$ cat src/kcc_pkg.sv
// ----------------------------------------------------------------------------
// kcc_pkg: shared definitions for the keypad calculator controller
// Grid geometry, key layout, operation codes and stream field positions.
// ----------------------------------------------------------------------------
package kcc_pkg;

   localparam int VALUE_W    = 64;
   localparam int KEY_W      = 5;
   localparam int DIGITS_W   = 5;
   localparam int MAX_DIGITS = 15;

   // keypad geometry in pixels
   localparam int GRID_X0    = 10;
   localparam int GRID_Y0    = 50;
   localparam int CELL_W     = 30;
   localparam int CELL_H     = 25;
   localparam int CELL_GAP   = 5;
   localparam int GRID_COLS  = 4;
   localparam int GRID_ROWS  = 4;
   localparam int COL_PITCH  = CELL_W + CELL_GAP;
   localparam int ROW_PITCH  = CELL_H + CELL_GAP;

   // cell indexes with a fixed meaning
   localparam logic [KEY_W-1:0] NO_KEY     = 5'd16;
   localparam logic [KEY_W-1:0] CELL_ADD   = 5'd3;
   localparam logic [KEY_W-1:0] CELL_SUB   = 5'd7;
   localparam logic [KEY_W-1:0] CELL_CLR   = 5'd11;
   localparam logic [KEY_W-1:0] CELL_EQ    = 5'd12;
   localparam logic [KEY_W-1:0] CELL_EMPTY = 5'd15;

   // key kinds: 0..9 are digits
   localparam logic [3:0] KIND_DIGIT_MAX = 4'd9;
   localparam logic [3:0] KIND_ADD       = 4'd10;
   localparam logic [3:0] KIND_SUB       = 4'd11;
   localparam logic [3:0] KIND_CLR       = 4'd12;
   localparam logic [3:0] KIND_EQ        = 4'd13;
   localparam logic [3:0] KIND_DOT       = 4'd14;
   localparam logic [3:0] KIND_NONE      = 4'd15;

   typedef enum logic [1:0] {
      OP_NONE = 2'd0,
      OP_ADD  = 2'd1,
      OP_SUB  = 2'd2
   } op_type;

   // stream layout
   localparam int REQ_DATA_W = 40;
   localparam int RSP_DATA_W = 72;
   localparam int RSP_KEY_LSB = VALUE_W;
   localparam int RSP_OP_LSB  = VALUE_W + KEY_W;

   function automatic logic [3:0] key_kind(input logic [3:0] idx);
      logic [3:0] kind;
      case (idx)
         4'd0:    kind = 4'd7;
         4'd1:    kind = 4'd8;
         4'd2:    kind = 4'd9;
         4'd3:    kind = KIND_ADD;
         4'd4:    kind = 4'd4;
         4'd5:    kind = 4'd5;
         4'd6:    kind = 4'd6;
         4'd7:    kind = KIND_SUB;
         4'd8:    kind = 4'd1;
         4'd9:    kind = 4'd2;
         4'd10:   kind = 4'd3;
         4'd11:   kind = KIND_CLR;
         4'd12:   kind = KIND_EQ;
         4'd13:   kind = 4'd0;
         4'd14:   kind = KIND_DOT;
         default: kind = KIND_NONE;
      endcase
      return kind;
   endfunction

endpackage

$ cat src/keypad_calculator_controller_core.sv
// ----------------------------------------------------------------------------
// keypad_calculator_controller_core: add/subtract keypad calculator control
// Turns pointer events into key presses and keeps the calculator state.
// ----------------------------------------------------------------------------
// Usage:
//   req_* carries one pointer event per transaction (position and buttons).
//   rsp_* carries exactly one result per event: the displayed value, the
//   cell hit on a primary button press (16 if none) and the pending operation.
//   An event is registered at acceptance, decoded and applied to the state
//   when it moves to the output register, which presents its result on
//   rsp_tvalid. One event per cycle is sustained while rsp_tready stays
//   high; the 64-bit add/subtract and the x10 digit append sit in the
//   single logic stage between the input and output registers.
//   When rsp_tready is low the result holds in the output register and one
//   more event can still be taken into the input register; req_tready then
//   drops until the output drains.
//   Reset (synchronous, active high) empties both registers and sets the
//   display to 0, a fresh entry and no pending operation.
// ----------------------------------------------------------------------------
module keypad_calculator_controller_core
   import kcc_pkg::*;
(
   input  logic                  clock,
   input  logic                  reset,
   input  logic                  req_tvalid,
   output logic                  req_tready,
   // [15:0] pointer_x, [31:16] pointer_y, [39:32] button_mask
   input  logic [REQ_DATA_W-1:0] req_tdata,
   output logic                  rsp_tvalid,
   input  logic                  rsp_tready,
   // [63:0] display_value, [68:64] pressed_key, [70:69] pending_operation, [71] zero
   output logic [RSP_DATA_W-1:0] rsp_tdata
);

   // input stage
   logic                  req_valid_ff;
   logic                  req_valid_in;
   logic [REQ_DATA_W-1:0] req_data_ff;
   logic                  advance;

   // calculator state
   logic                  prev_button_ff,   prev_button_in;
   logic [VALUE_W-1:0]    shown_value_ff,   shown_value_in;
   logic [DIGITS_W-1:0]   entered_digits_ff, entered_digits_in;
   logic                  starting_entry_ff, starting_entry_in;
   logic [VALUE_W-1:0]    latched_value_ff, latched_value_in;
   op_type                latched_op_ff,    latched_op_in;

   // output stage
   logic                  rsp_valid_ff, rsp_valid_in;
   logic [RSP_DATA_W-1:0] rsp_data_ff;

   logic [KEY_W-1:0]      hit_idx;
   logic [KEY_W-1:0]      pressed;
   logic [3:0]            kind;
   logic                  click;
   logic [VALUE_W-1:0]    digit_ext;
   logic [VALUE_W-1:0]    appended;

   assign advance      = req_valid_ff && (!rsp_valid_ff || rsp_tready);
   assign req_tready   = !req_valid_ff || advance;
   assign req_valid_in = (req_tvalid && req_tready) || (req_valid_ff && !advance);
   assign rsp_valid_in = advance || (rsp_valid_ff && !rsp_tready);

   kcc_hit u_hit (
      .pointer_x (req_data_ff[15:0]),
      .pointer_y (req_data_ff[31:16]),
      .hit_idx   (hit_idx)
   );

   assign kind      = key_kind(hit_idx[3:0]);
   assign click     = req_data_ff[32] && !prev_button_ff;
   assign digit_ext = {{(VALUE_W-4){1'b0}}, kind};
   // shown * 10 + digit
   assign appended  = (shown_value_ff << 3) + (shown_value_ff << 1) + digit_ext;

   always_comb begin
      prev_button_in    = req_data_ff[32];
      shown_value_in    = shown_value_ff;
      entered_digits_in = entered_digits_ff;
      starting_entry_in = starting_entry_ff;
      latched_value_in  = latched_value_ff;
      latched_op_in     = latched_op_ff;
      pressed           = NO_KEY;
      if (click && !hit_idx[4] && kind != KIND_NONE) begin
         pressed = hit_idx;
         if (kind <= KIND_DIGIT_MAX) begin
            if (starting_entry_ff) begin
               shown_value_in    = digit_ext;
               entered_digits_in = DIGITS_W'(1);
               starting_entry_in = 1'b0;
            end else if (shown_value_ff == '0) begin
               // a lone zero is replaced
               shown_value_in    = digit_ext;
               entered_digits_in = DIGITS_W'(1);
            end else if (entered_digits_ff < DIGITS_W'(MAX_DIGITS)) begin
               shown_value_in    = appended;
               entered_digits_in = entered_digits_ff + DIGITS_W'(1);
            end
         end else begin
            case (kind)
               KIND_CLR: begin
                  shown_value_in    = '0;
                  entered_digits_in = DIGITS_W'(1);
                  latched_value_in  = '0;
                  latched_op_in     = OP_NONE;
                  starting_entry_in = 1'b1;
               end
               KIND_ADD, KIND_SUB: begin
                  latched_value_in  = shown_value_ff;
                  latched_op_in     = (kind == KIND_ADD) ? OP_ADD : OP_SUB;
                  starting_entry_in = 1'b1;
               end
               KIND_EQ: begin
                  case (latched_op_ff)
                     OP_ADD:  shown_value_in = latched_value_ff + shown_value_ff;
                     OP_SUB:  shown_value_in = latched_value_ff - shown_value_ff;
                     default: shown_value_in = shown_value_ff;
                  endcase
                  latched_value_in  = '0;
                  latched_op_in     = OP_NONE;
                  entered_digits_in = DIGITS_W'(1);
                  starting_entry_in = 1'b1;
               end
               default: ; // decimal point does nothing
            endcase
         end
      end
   end

   always_ff @(posedge clock) begin
      if (reset) begin
         req_valid_ff      <= 1'b0;
         rsp_valid_ff      <= 1'b0;
         prev_button_ff    <= 1'b0;
         shown_value_ff    <= '0;
         entered_digits_ff <= DIGITS_W'(1);
         starting_entry_ff <= 1'b1;
         latched_value_ff  <= '0;
         latched_op_ff     <= OP_NONE;
      end else begin
         req_valid_ff <= req_valid_in;
         rsp_valid_ff <= rsp_valid_in;
         if (advance) begin
            prev_button_ff    <= prev_button_in;
            shown_value_ff    <= shown_value_in;
            entered_digits_ff <= entered_digits_in;
            starting_entry_ff <= starting_entry_in;
            latched_value_ff  <= latched_value_in;
            latched_op_ff     <= latched_op_in;
         end
      end
   end

   always_ff @(posedge clock) begin
      if (req_tvalid && req_tready) begin
         req_data_ff <= req_tdata;
      end
      if (advance) begin
         rsp_data_ff <= {1'b0, latched_op_in, pressed, shown_value_in};
      end
   end

   assign rsp_tvalid = rsp_valid_ff;
   assign rsp_tdata  = rsp_data_ff;

endmodule

$ cat src/kcc_hit.sv
// ----------------------------------------------------------------------------
// kcc_hit: keypad hit test
// Maps a pointer position to a grid cell index, or NO_KEY for gaps/outside.
// ----------------------------------------------------------------------------
module kcc_hit
   import kcc_pkg::*;
(
   input  logic [15:0]      pointer_x,
   input  logic [15:0]      pointer_y,
   output logic [KEY_W-1:0] hit_idx
);

   logic [16:0] dx;
   logic [16:0] dy;
   logic [1:0]  col;
   logic [1:0]  row;
   logic        col_hit;
   logic        row_hit;

   // sign extend, then offset to the grid origin; bit 16 is the sign
   assign dx = {pointer_x[15], pointer_x} - 17'(GRID_X0);
   assign dy = {pointer_y[15], pointer_y} - 17'(GRID_Y0);

   always_comb begin
      col     = '0;
      col_hit = 1'b0;
      for (int i = 0; i < GRID_COLS; i++) begin
         if (!dx[16] && dx[15:0] >= 16'(i * COL_PITCH)
             && dx[15:0] < 16'(i * COL_PITCH + CELL_W)) begin
            col     = 2'(i);
            col_hit = 1'b1;
         end
      end
   end

   always_comb begin
      row     = '0;
      row_hit = 1'b0;
      for (int j = 0; j < GRID_ROWS; j++) begin
         if (!dy[16] && dy[15:0] >= 16'(j * ROW_PITCH)
             && dy[15:0] < 16'(j * ROW_PITCH + CELL_H)) begin
            row     = 2'(j);
            row_hit = 1'b1;
         end
      end
   end

   assign hit_idx = (col_hit && row_hit) ? {1'b0, row, col} : NO_KEY;

endmodule

$ cat config.mk
export PLATFORM = sky130hd
export DESIGN_NAME = keypad_calculator_controller_core
export DESIGN_NICKNAME = d
export VERILOG_FILES = /design/src/kcc_pkg.sv /design/src/keypad_calculator_controller_core.sv /design/src/kcc_hit.sv
export SDC_FILE = /design/constraint.sdc
export NUM_CORES = 1
export LEC_CHECK = 0
export BUFFER_PORTS_ARGS = -buffer_cell sky130_fd_sc_hd__buf_4
export CAP_MARGIN = 10
export CORE_MARGIN = 4
export CORE_UTILIZATION = 30
export DETAILED_ROUTE_END_ITERATION = 8
export PLACE_DENSITY = 0.57
export REMOVE_ABC_BUFFERS = 1
export SLEW_MARGIN = 5
export SYNTH_ARGS = -nofsm -noshare
export SYNTH_HDL_FRONTEND = slang
export SYNTH_SLANG_ARGS = --single-unit
$ cat constraint.sdc
create_clock -name clock -period 6.6 [get_ports clock]
set_clock_uncertainty 0.1 [all_clocks]
set_input_delay 0 -clock clock [delete_from_list [all_inputs] [get_ports clock]]
set_output_delay 0 -clock clock [all_outputs]
set_load 0.01 [all_outputs]
==> results of run 1 <==
[logic make-up after synthesis]
kind of cell | Yosys count
AOI/OAI and AO/OA | 906
xor gates and xnor gates | 186
adders and majority gates | 200
buffers and inverters | 268
DFF | 243
muxes | 8
other | 1
and+or+nand+nor | 913
[cell type report]
type                            instances  area [µm²]
Antenna cell                            3        7.51
Clock buffer                           33         762
Clock inverter                         23         259
Fill cell                            7254       43200
Inverter                               78         298
Multi-Input combinational cell       2214       15500
Sequential cell                       243        5910
Tap cell                              940        1180
Timing Repair Buffer                  424        3350
[layer usage]
metal | global-route usage | vias to the layer above | part of all wire
met4 | 0.0617 | 0 | 0.034
met3 | 0.0296 | 156 | 0.069
met5 | 0 | - | 0
li1 | - | 10600 | -
met2 | 0.343 | 820 | 0.45
met1 | 0.296 | 10800 | 0.44
[sequential cells by signal (all words and copies together), names as in the netlist]
| name | flops |
|---|---|
| entered_digits_ff | 5 |
| latched_op_ff | 2 |
| latched_value_ff | 64 |
| prev_button_ff | 1 |
| req_data_ff | 33 |
| req_valid_ff | 1 |
| rsp_tdata | 71 |
| rsp_tvalid | 1 |
| shown_value_ff | 64 |
| starting_entry_ff | 1 |
[worst register-to-register path: cells and delay by family (launching register included)]
family	cells	cell delay, ns
fa+ha+maj	4	1.11
flops	1	0.38
simple gates	7	0.82
compound gates	15	3.27
xor+xnor	1	0.12
buf+inv	5	0.52
[placed cells by master, fill, tap and decap left out, types with 53 or more instances in the layout]
master,instances
o21ai_0,138
a21oi_1,264
xnor2_1,139
edfxtp_1,104
nand2_1,299
dlygate4sd3_1,53
nand3_1,107
a21o_1,81
nor2_1,218
ha_1,188
dfxtp_1,139
inv_1,69
buf_4,365
[cell usage after synthesis (all sizes together), types with 8 or more instances]
cell / instances
nand2: 306
a21oi: 288
nor2: 224
ha: 197
clkbuf: 156
o21ai: 156
xnor2: 147
dfxtp: 139
nand3: 109
edfxtp: 104
a21o: 81
inv: 78
nor3: 57
a31oi: 40
xor2: 39
nand4: 35
a211oi: 34
buf: 34
a22oi: 29
and3: 27
nor4: 27
o21bai: 27
nor2b: 26
and2: 23
o211ai: 23
a22o: 20
o21a: 19
nand2b: 16
a221o: 15
a211o: 14
a311oi: 14
o22ai: 14
a221oi: 13
o31ai: 13
or4: 12
or3: 11
a2111oi: 10
a31o: 10
o2111ai: 10
o32ai: 9
or2: 9
nand3b: 8
[through the flow]
| step | power [mW] | hold WS (ns) | setup TNS (ns) |
|---|---|---|---|
| global placement | 2.50 | 0.0793 | -13.74 |
| global route | 4.48 | 0.0147 | -5.46 |
| CTS | 4.30 | 0.000570 | -0.0131 |
| floorplan | 2.19 | -0.0309 | -43.87 |
| finish | 4.30 | 0.0213 | 0 |
| detailed placement | 2.49 | 0.0807 | -14.57 |
[report_power, final]
group | internal [mW] | switching [mW] | total, mW
clock network | 1.03 | 0.734 | 1.76
registers | 1.61 | 0.0308 | 1.64
logic | 0.391 | 0.516 | 0.906
total | 3.02 | 1.28 | 4.30
[worst max path at each step]
| stage | from | slack, ns | end | cells past startpoint |
|---|---|---|---|---|
| 2_1_floorplan | req_data_ff[17] | -0.68 | latched_op_ff[0] | 19 |
| 3_3_place_gp | req_data_ff[17] | -0.55 | rsp_tdata[45] | 35 |
| 3_5_place_dp | req_data_ff[17] | -0.61 | rsp_tdata[45] | 35 |
| 5_1_grt | req_data_ff[17] | -0.30 | rsp_tdata[57] | 33 |
| 4_1_cts | req_data_ff[4] | -0.01 | rsp_tdata[53] | 30 |
| 6_report | req_data_ff[17] | 0.05 | rsp_tdata[58] | 32 |
[what timing repair did]
action	CTS	global route
cloned	0	0
gates resized for setup	67	131
setup endpoints to repair	63	70
setup buffers	8	19
pin swaps	39	64
hold endpoints to repair	90	0
hold buffers	53	0
==> results.sh, run 1 <==
export IMPL_synthTopCellsByArea="edfxtp_1 15%, dfxtp_1 13%, ha_1 11%"
export IMPL_worstPathMaxFanout=5
export IMPL_min_to="req_data_ff[32]"
export IMPL_num_nets_final=3235
export IMPL_synth_cell_type_count=100
export IMPL_cpPeakStageDelay_ns=0.46
export IMPL_syn_area_mm2=0.0215
export IMPL_yosys_area_top_type="edfxtp_1"
export IMPL_synth_top_family_by_area="compound AO/OA/AOI/OAI gates"
export IMPL_synth_mux_area_frac=0.00390
export IMPL_fin_util=0.387
export IMPL_p_leak_nw=11.2
export IMPL_grtUsageTotal=0.213
export IMPL_antenna_found_initial=3
export IMPL_clock_sinks=243
export IMPL_timing_fmax_mhz=153
export IMPL_fp_dieH_um=276
export IMPL_async_reset_ff_frac=0
export IMPL_run_status="finished clean"
export IMPL_dp_cells=3825
export IMPL_critPathCaptureType="flip-flop"
export IMPL_worst_pin_slew_ns=1.07
export IMPL_place_gp_congestion=0.980
export IMPL_syn_inst=2725
export IMPL_hp_start="req_tdata[32]"
export IMPL_cp_start_kind="flip-flop"
export IMPL_reg2regPathDepth=32
export IMPL_final_area_mm2=0.0273
export IMPL_hold_viol=0
export IMPL_pre_cts_slack_ns=-0.609
export IMPL_ys_ff_latch=243
export IMPL_drtIter0Drc=1900
export IMPL_path_class="flip-flop to flip-flop"
export IMPL_cts_tree="built"
export IMPL_slowest_stage="fa_2"
export IMPL_area_growth_pct=26.9
export IMPL_setup_ws_ns=0.0488
export IMPL_dr_total_vias=22400
export IMPL_crit_required_ns=6.85
export IMPL_dpl_hpwl_mm=60.8
export IMPL_die_w_um=276
export IMPL_synth_edff_count=104
export IMPL_clk_insertion_delay_late_ns=0.60
export IMPL_maxSlewHeadroom=0.279
export IMPL_arrival_ns=6.81
export IMPL_critPathTopFamily="compound AO/OA/AOI/OAI gates"
export IMPL_port_buffers=109
export IMPL_drv_slew=0
export IMPL_dieArea_mm2=0.0760
export IMPL_synth_area_per_cell_um2=7.88
export IMPL_ir_drop_mv=0.189
export IMPL_timing_rr_end="rsp_tdata[58]"
export IMPL_synth_fa_ha_area_frac=0.118
export IMPL_final_cells=3958
export IMPL_cp_buffers_inverters=5
export IMPL_dr_pass1_iters=6
export IMPL_start_util=0.305
export IMPL_core_area_mm2=0.0705
export IMPL_synthFlopType="dfxtp_1"
export IMPL_final_period_utilization=0.993
export IMPL_r2r_setup_slack_ns=0.05
export IMPL_drv_cap=0
export IMPL_min_path_cells=2
export IMPL_drive_above_1_share=0.202
export IMPL_cts_root_buf="clkbuf_16"
export IMPL_wirelength_mm=83.9
export IMPL_clkTransAtPathRegs_ns=0.06
export IMPL_synthSimpleGateAreaFrac=0.201
export IMPL_synth_xor_area_frac=0.0758
export IMPL_synth_compound_area_share=0.278
export IMPL_r2r_start="req_data_ff[17]"
export IMPL_rsz0062_at_grt="true"
export IMPL_synth_top_cell_area_share=0.145
export IMPL_cts_inserted_buffers=30
export IMPL_drt_vias_per_instance=5.66
export IMPL_grt_ovfl_total=0
export IMPL_fin_crit_ns=6.55
export IMPL_drc=0
export IMPL_htree_levels=1
export IMPL_powerDensity_mw_per_mm2=158
export IMPL_grt_max_degree=72
export IMPL_placed_area_mm2=0.0246
export IMPL_setup_viol=0
export IMPL_ant_nets=0
export IMPL_rows=97
export IMPL_ys_seq_area_frac=0.275
export IMPL_io_pin_count=118
export IMPL_grt_pass1_wl_mm=127
export IMPL_hp_class="input pin to flip-flop"
export IMPL_clockBufferDepth=3
export IMPL_critPathMostFrequentCell="a21oi_2"
export IMPL_grt_pass1_vias=21000
export IMPL_synth_warnings=0
export IMPL_wl_per_cell_um=21.2
No activity file was read; power rests on OpenSTA's default activity.
==> inputs of run 2 (changes only) <==
GPL_TIMING_DRIVEN = 0   (was not set)
PLACE_DENSITY = 0.55   (was 0.57)
clock period = 8.1 ns   (was 6.6 ns; I/O delays follow)
==> run 2 against run 1 <==
  * Count of clock-buffer cells in the layout up 10
  * Register-to-register slack better by 0.18 ns
  * Critical path type unchanged
  * Sequential share of layout area up 1.8 points
  * Fmax down 17%
  * Sequential power down 18%
  * Via count down 5.0%
  * Largest power group unchanged
  * Critical path depth down 4
  * Setup slack better by 0.18 ns
  * Combinational power down 30%
  * Non-clock buffer count down 237
  * Highest routed layer unchanged
==> results.sh, run 2 (synthesis results as in run 1) <==
export IMPL_run_status="finished clean"
export IMPL_num_nets_final=3002
export IMPL_drv_slew=0
export IMPL_drtIter0Drc=1916
export IMPL_grt_ovfl_total=0
export IMPL_drc=0
export IMPL_grt_max_degree=99
export IMPL_clk_insertion_delay_late_ns=0.58
export IMPL_setup_ws_ns=0.227
export IMPL_cp_start_kind="flip-flop"
export IMPL_worstPathMaxFanout=13
export IMPL_wl_per_cell_um=21.6
export IMPL_grt_pass1_wl_mm=121
export IMPL_fp_dieH_um=276
export IMPL_final_period_utilization=0.972
export IMPL_critPathCaptureType="flip-flop"
export IMPL_fin_crit_ns=7.87
export IMPL_wirelength_mm=80.5
export IMPL_clkTransAtPathRegs_ns=0.06
export IMPL_final_cells=3724
export IMPL_dpl_hpwl_mm=58.9
export IMPL_maxSlewHeadroom=0.111
export IMPL_clockBufferDepth=3
export IMPL_final_seq_area_mm2=0.00591
export IMPL_crit_required_ns=8.34
export IMPL_core_area_mm2=0.0705
export IMPL_dr_pass1_iters=6
export IMPL_hold_viol=0
export IMPL_final_common_cell="nand2_1"
export IMPL_cts_root_buf="clkbuf_16"
export IMPL_dieArea_mm2=0.0760
export IMPL_drv_cap=0
export IMPL_antenna_found_initial=2
export IMPL_multi_input_area_mm2=0.0149
export IMPL_grt_pass1_vias=20000
export IMPL_ir_drop_mv=0.113
export IMPL_powerDensity_mw_per_mm2=139
export IMPL_arrival_ns=8.12
export IMPL_hp_class="input pin to flip-flop"
export IMPL_place_gp_congestion=0.911
export IMPL_antenna_cells=0
export IMPL_cts_tree="built"
export IMPL_rows=97
export IMPL_port_buffers=109
export IMPL_fill_cells=7379
export IMPL_setup_viol=0
export IMPL_cpPeakStageDelay_ns=0.62
export IMPL_drt_vias_per_instance=5.71
export IMPL_layout_common_cells="305 x nand2_1, 282 x a21oi_1, 220 x nor2_1, 194 x ha_1, 148 x o21ai_0"
export IMPL_fin_tns_setup_ns=0
export IMPL_dr_total_vias=21300
export IMPL_pre_cts_slack_ns=-1.50
export IMPL_slowest_stage="or4_4"
export IMPL_io_pin_count=118
export IMPL_cts_inserted_buffers=34
export IMPL_ant_nets=0
export IMPL_drive_above_1_share=0.109
export IMPL_htree_levels=2
export IMPL_die_w_um=276
export IMPL_path_class="flip-flop to flip-flop"
export IMPL_dp_cells=3611
export IMPL_clock_sinks=243
export IMPL_area_growth_pct=17.0
export IMPL_power_mw=3.49
export IMPL_cp_buffers_inverters=4
export IMPL_start_util=0.305
export IMPL_worst_pin_slew_ns=1.33
export IMPL_timing_fmax_mhz=127
export IMPL_critPathTopFamily="compound AO/OA/AOI/OAI gates"
export IMPL_grtUsageTotal=0.205
export IMPL_p_leak_nw=10.0
export IMPL_largest_reg_flops=71
## run 2: stage by stage
| stage | utilization | area (µm²) | hold slack, ns |
|---|---|---|---|
| after CTS | 0.354 | 25000 | 0.00875 |
| after global placement | 0.322 | 22700 | 0.0786 |
| after global routing | 0.356 | 25100 | 0.0302 |
| final | 0.356 | 25100 | 0.0424 |
| after floorplan | - | 20700 | -0.0309 |
| after detailed placement | 0.331 | 23300 | 0.0795 |
## run 2: power breakdown
part           switching (mW)  internal (mW)
registers              0.0319           1.31
logic                   0.380          0.255
clock network           0.654          0.855
## run 2: worst paths after layout
check        cells past startpoint                  from                   end  slack (ns)
max                             28        req_data_ff[5]         rsp_tdata[45]        0.23
min                              2          req_tdata[1]        req_data_ff[1]        0.04
max reg2reg                     28        req_data_ff[5]         rsp_tdata[45]        0.23
min reg2reg                      2  latched_value_ff[12]  latched_value_ff[12]        0.36
## run 2: repair_timing
item	4_1_cts	5_1_grt
setup endpoints to repair	58	50
hold buffers	37	0
gates resized for setup	27	22
hold endpoints to repair	78	0
pin swaps	7	7
setup buffers	8	6
## run 2: cell type report
class	instances	area share
clock buffer	43	0.0352
clock inverter	19	0.00796
inverter	78	0.0118
multi-input combinational	2214	0.591
sequential	243	0.235
tap	940	0.0468
timing repair buffer	187	0.0723
## run 2: routing by layer
layer	part of all wire	vias up	GRT usage
li1	-	10200	-
met1	0.46	10300	0.290
met2	0.45	713	0.329
met3	0.059	134	0.0233
met4	0.029	0	0.0577
met5	0	-	0
==> inputs of run 3 (changes only) <==
ABC_CLOCK_PERIOD_IN_PS = 7300   (was not set)
clock period = 7.3 ns   (was 8.1 ns; I/O delays follow)
==> run 3 against run 2 <==
  * Critical endpoint unchanged
  * Critical path type unchanged
  * Core utilization is 1.1 points higher
  * Flip-flop and latch count did not move
  * Critical path depth increased by 2
  * Die area did not move
  * Count of clock-buffer cells in the layout is the same
  * Combinational power is 16% higher
==> results.sh, run 3 (synthesis results as in run 1) <==
export IMPL_dieArea_mm2=0.0760
export IMPL_r2r_setup_slack_ns=0.12
export IMPL_dr_total_vias=21500
export IMPL_place_gp_congestion=0.911
export IMPL_maxSlewHeadroom=0.110
export IMPL_port_buffers=109
export IMPL_start_util=0.305
export IMPL_setup_ws_ns=0.125
export IMPL_final_cells=3776
export IMPL_fin_tns_setup_ns=0
export IMPL_wl_per_cell_um=21.6
export IMPL_grt_pass1_vias=20100
export IMPL_cts_root_buf="clkbuf_16"
export IMPL_largest_reg_flops=71
export IMPL_grt_pass1_wl_mm=122
export IMPL_drt_vias_per_instance=5.71
export IMPL_clk_insertion_delay_late_ns=0.57
export IMPL_arrival_ns=7.45
export IMPL_critPathMostFrequentCell="ha_4"
export IMPL_hold_viol=0
export IMPL_grt_ovfl_total=0
export IMPL_path_class="flip-flop to flip-flop"
export IMPL_grt_max_degree=99
export IMPL_clock_sinks=243
export IMPL_rows=97
export IMPL_fin_crit_ns=7.18
export IMPL_ant_nets=0
export IMPL_cpPeakStageDelay_ns=0.47
export IMPL_drtIter0Drc=1969
export IMPL_critPathCaptureType="flip-flop"
export IMPL_io_pin_count=118
export IMPL_crit_required_ns=7.58
export IMPL_p_leak_nw=10.3
export IMPL_timing_fmax_mhz=139
export IMPL_powerDensity_mw_per_mm2=150
export IMPL_layout_common_cells="302 x nand2_1, 274 x a21oi_1, 217 x nor2_1, 189 x ha_1, 174 x buf_4"
export IMPL_finalHoldWorstSlack_ns=0.0419
export IMPL_worstPathMaxFanout=8
export IMPL_wirelength_mm=81.5
export IMPL_final_common_cell="nand2_1"
export IMPL_cp_buffers_inverters=4
export IMPL_grtUsageTotal=0.206
export IMPL_cp_start_kind="flip-flop"
export IMPL_num_nets_final=3054
export IMPL_worst_pin_slew_ns=1.33
export IMPL_cts_tree="built"
export IMPL_final_period_utilization=0.983
export IMPL_pre_cts_slack_ns=-2.30
export IMPL_drv_slew=0
export IMPL_dpl_hpwl_mm=58.9
export IMPL_rsz0062_at_grt="true"
export IMPL_drc=0
export IMPL_setup_viol=0
export IMPL_drv_cap=0
export IMPL_slowest_stage="fa_2"
export IMPL_run_status="finished clean"
export IMPL_fp_dieH_um=276
export IMPL_antenna_cells=0
export IMPL_hp_class="input pin to flip-flop"
export IMPL_clockBufferDepth=3
export IMPL_drive_above_1_share=0.144
export IMPL_antenna_found_initial=2
export IMPL_clkTransAtPathRegs_ns=0.06
export IMPL_critPathTopFamily="compound AO/OA/AOI/OAI gates"
export IMPL_core_area_mm2=0.0705
export IMPL_dr_pass1_iters=8
export IMPL_ir_drop_mv=0.125
export IMPL_area_growth_pct=20.7
export IMPL_die_w_um=276
export IMPL_htree_levels=2
export IMPL_cts_inserted_buffers=34
export IMPL_dp_cells=3611
run 3: per-layer routing:
metal,share of wire,vias up,track usage,routed length [µm]
li1,-,10300,-,-
met1,0.46,10400,0.292,37200
met2,0.45,738,0.332,37000
met3,0.061,139,0.0221,4940
met4,0.028,0,0.0586,2310
met5,0,-,0,0
run 3: what timing repair did:
action	CTS	global route
hold buffers	37	0
endpoints found under the hold margin	78	0
gates cloned	0	0
pin swaps	16	47
gates resized for setup	65	65
endpoints found under the setup margin	108	68
setup buffers	27	40
run 3: layout make-up:
class / count / area, µm²
clock inverters: 19 / 200
inverters: 78 / 300
repair buffers: 239 / 2210
flip-flops and latches: 243 / 5910
multi-input cells: 2214 / 15300
clock buffers: 43 / 885
fillers: 7281 / 44600
well taps: 940 / 1180
run 3: final timing paths:
path	start	endpoint	depth (start not counted)
max reg2reg	req_data_ff[1]	rsp_tdata[45]	30
min reg2reg	latched_value_ff[0]	latched_value_ff[0]	2
min	req_tdata[1]	req_data_ff[1]	2
max	req_data_ff[1]	rsp_tdata[45]	30
run 3: worst reg2reg max path: cells and delay by family, from the launching register on:
family | cells | cell delay [ns]
AOI/OAI and AO/OA | 17 | 4.11
adders and majority gates | 4 | 1.12
and+or+nand+nor | 5 | 0.66
buffers and inverters | 4 | 0.56
DFF | 1 | 0.42
run 3: report_power, final:
group          internal (mW)  leakage [nW]  switching [mW]
Clock                  0.949         0.518           0.724
Combinational          0.299          7.72           0.439
Sequential              1.45          2.11          0.0335
Total                   2.70          10.3            1.20
run 3: through the flow:
step	area, µm²	power, mW	util
floorplan	20700	1.98	-
global placement	22700	2.19	0.322
detailed placement	23300	2.19	0.331
CTS	25300	3.91	0.359
global route	25900	4.06	0.368
finish	25900	3.90	0.368
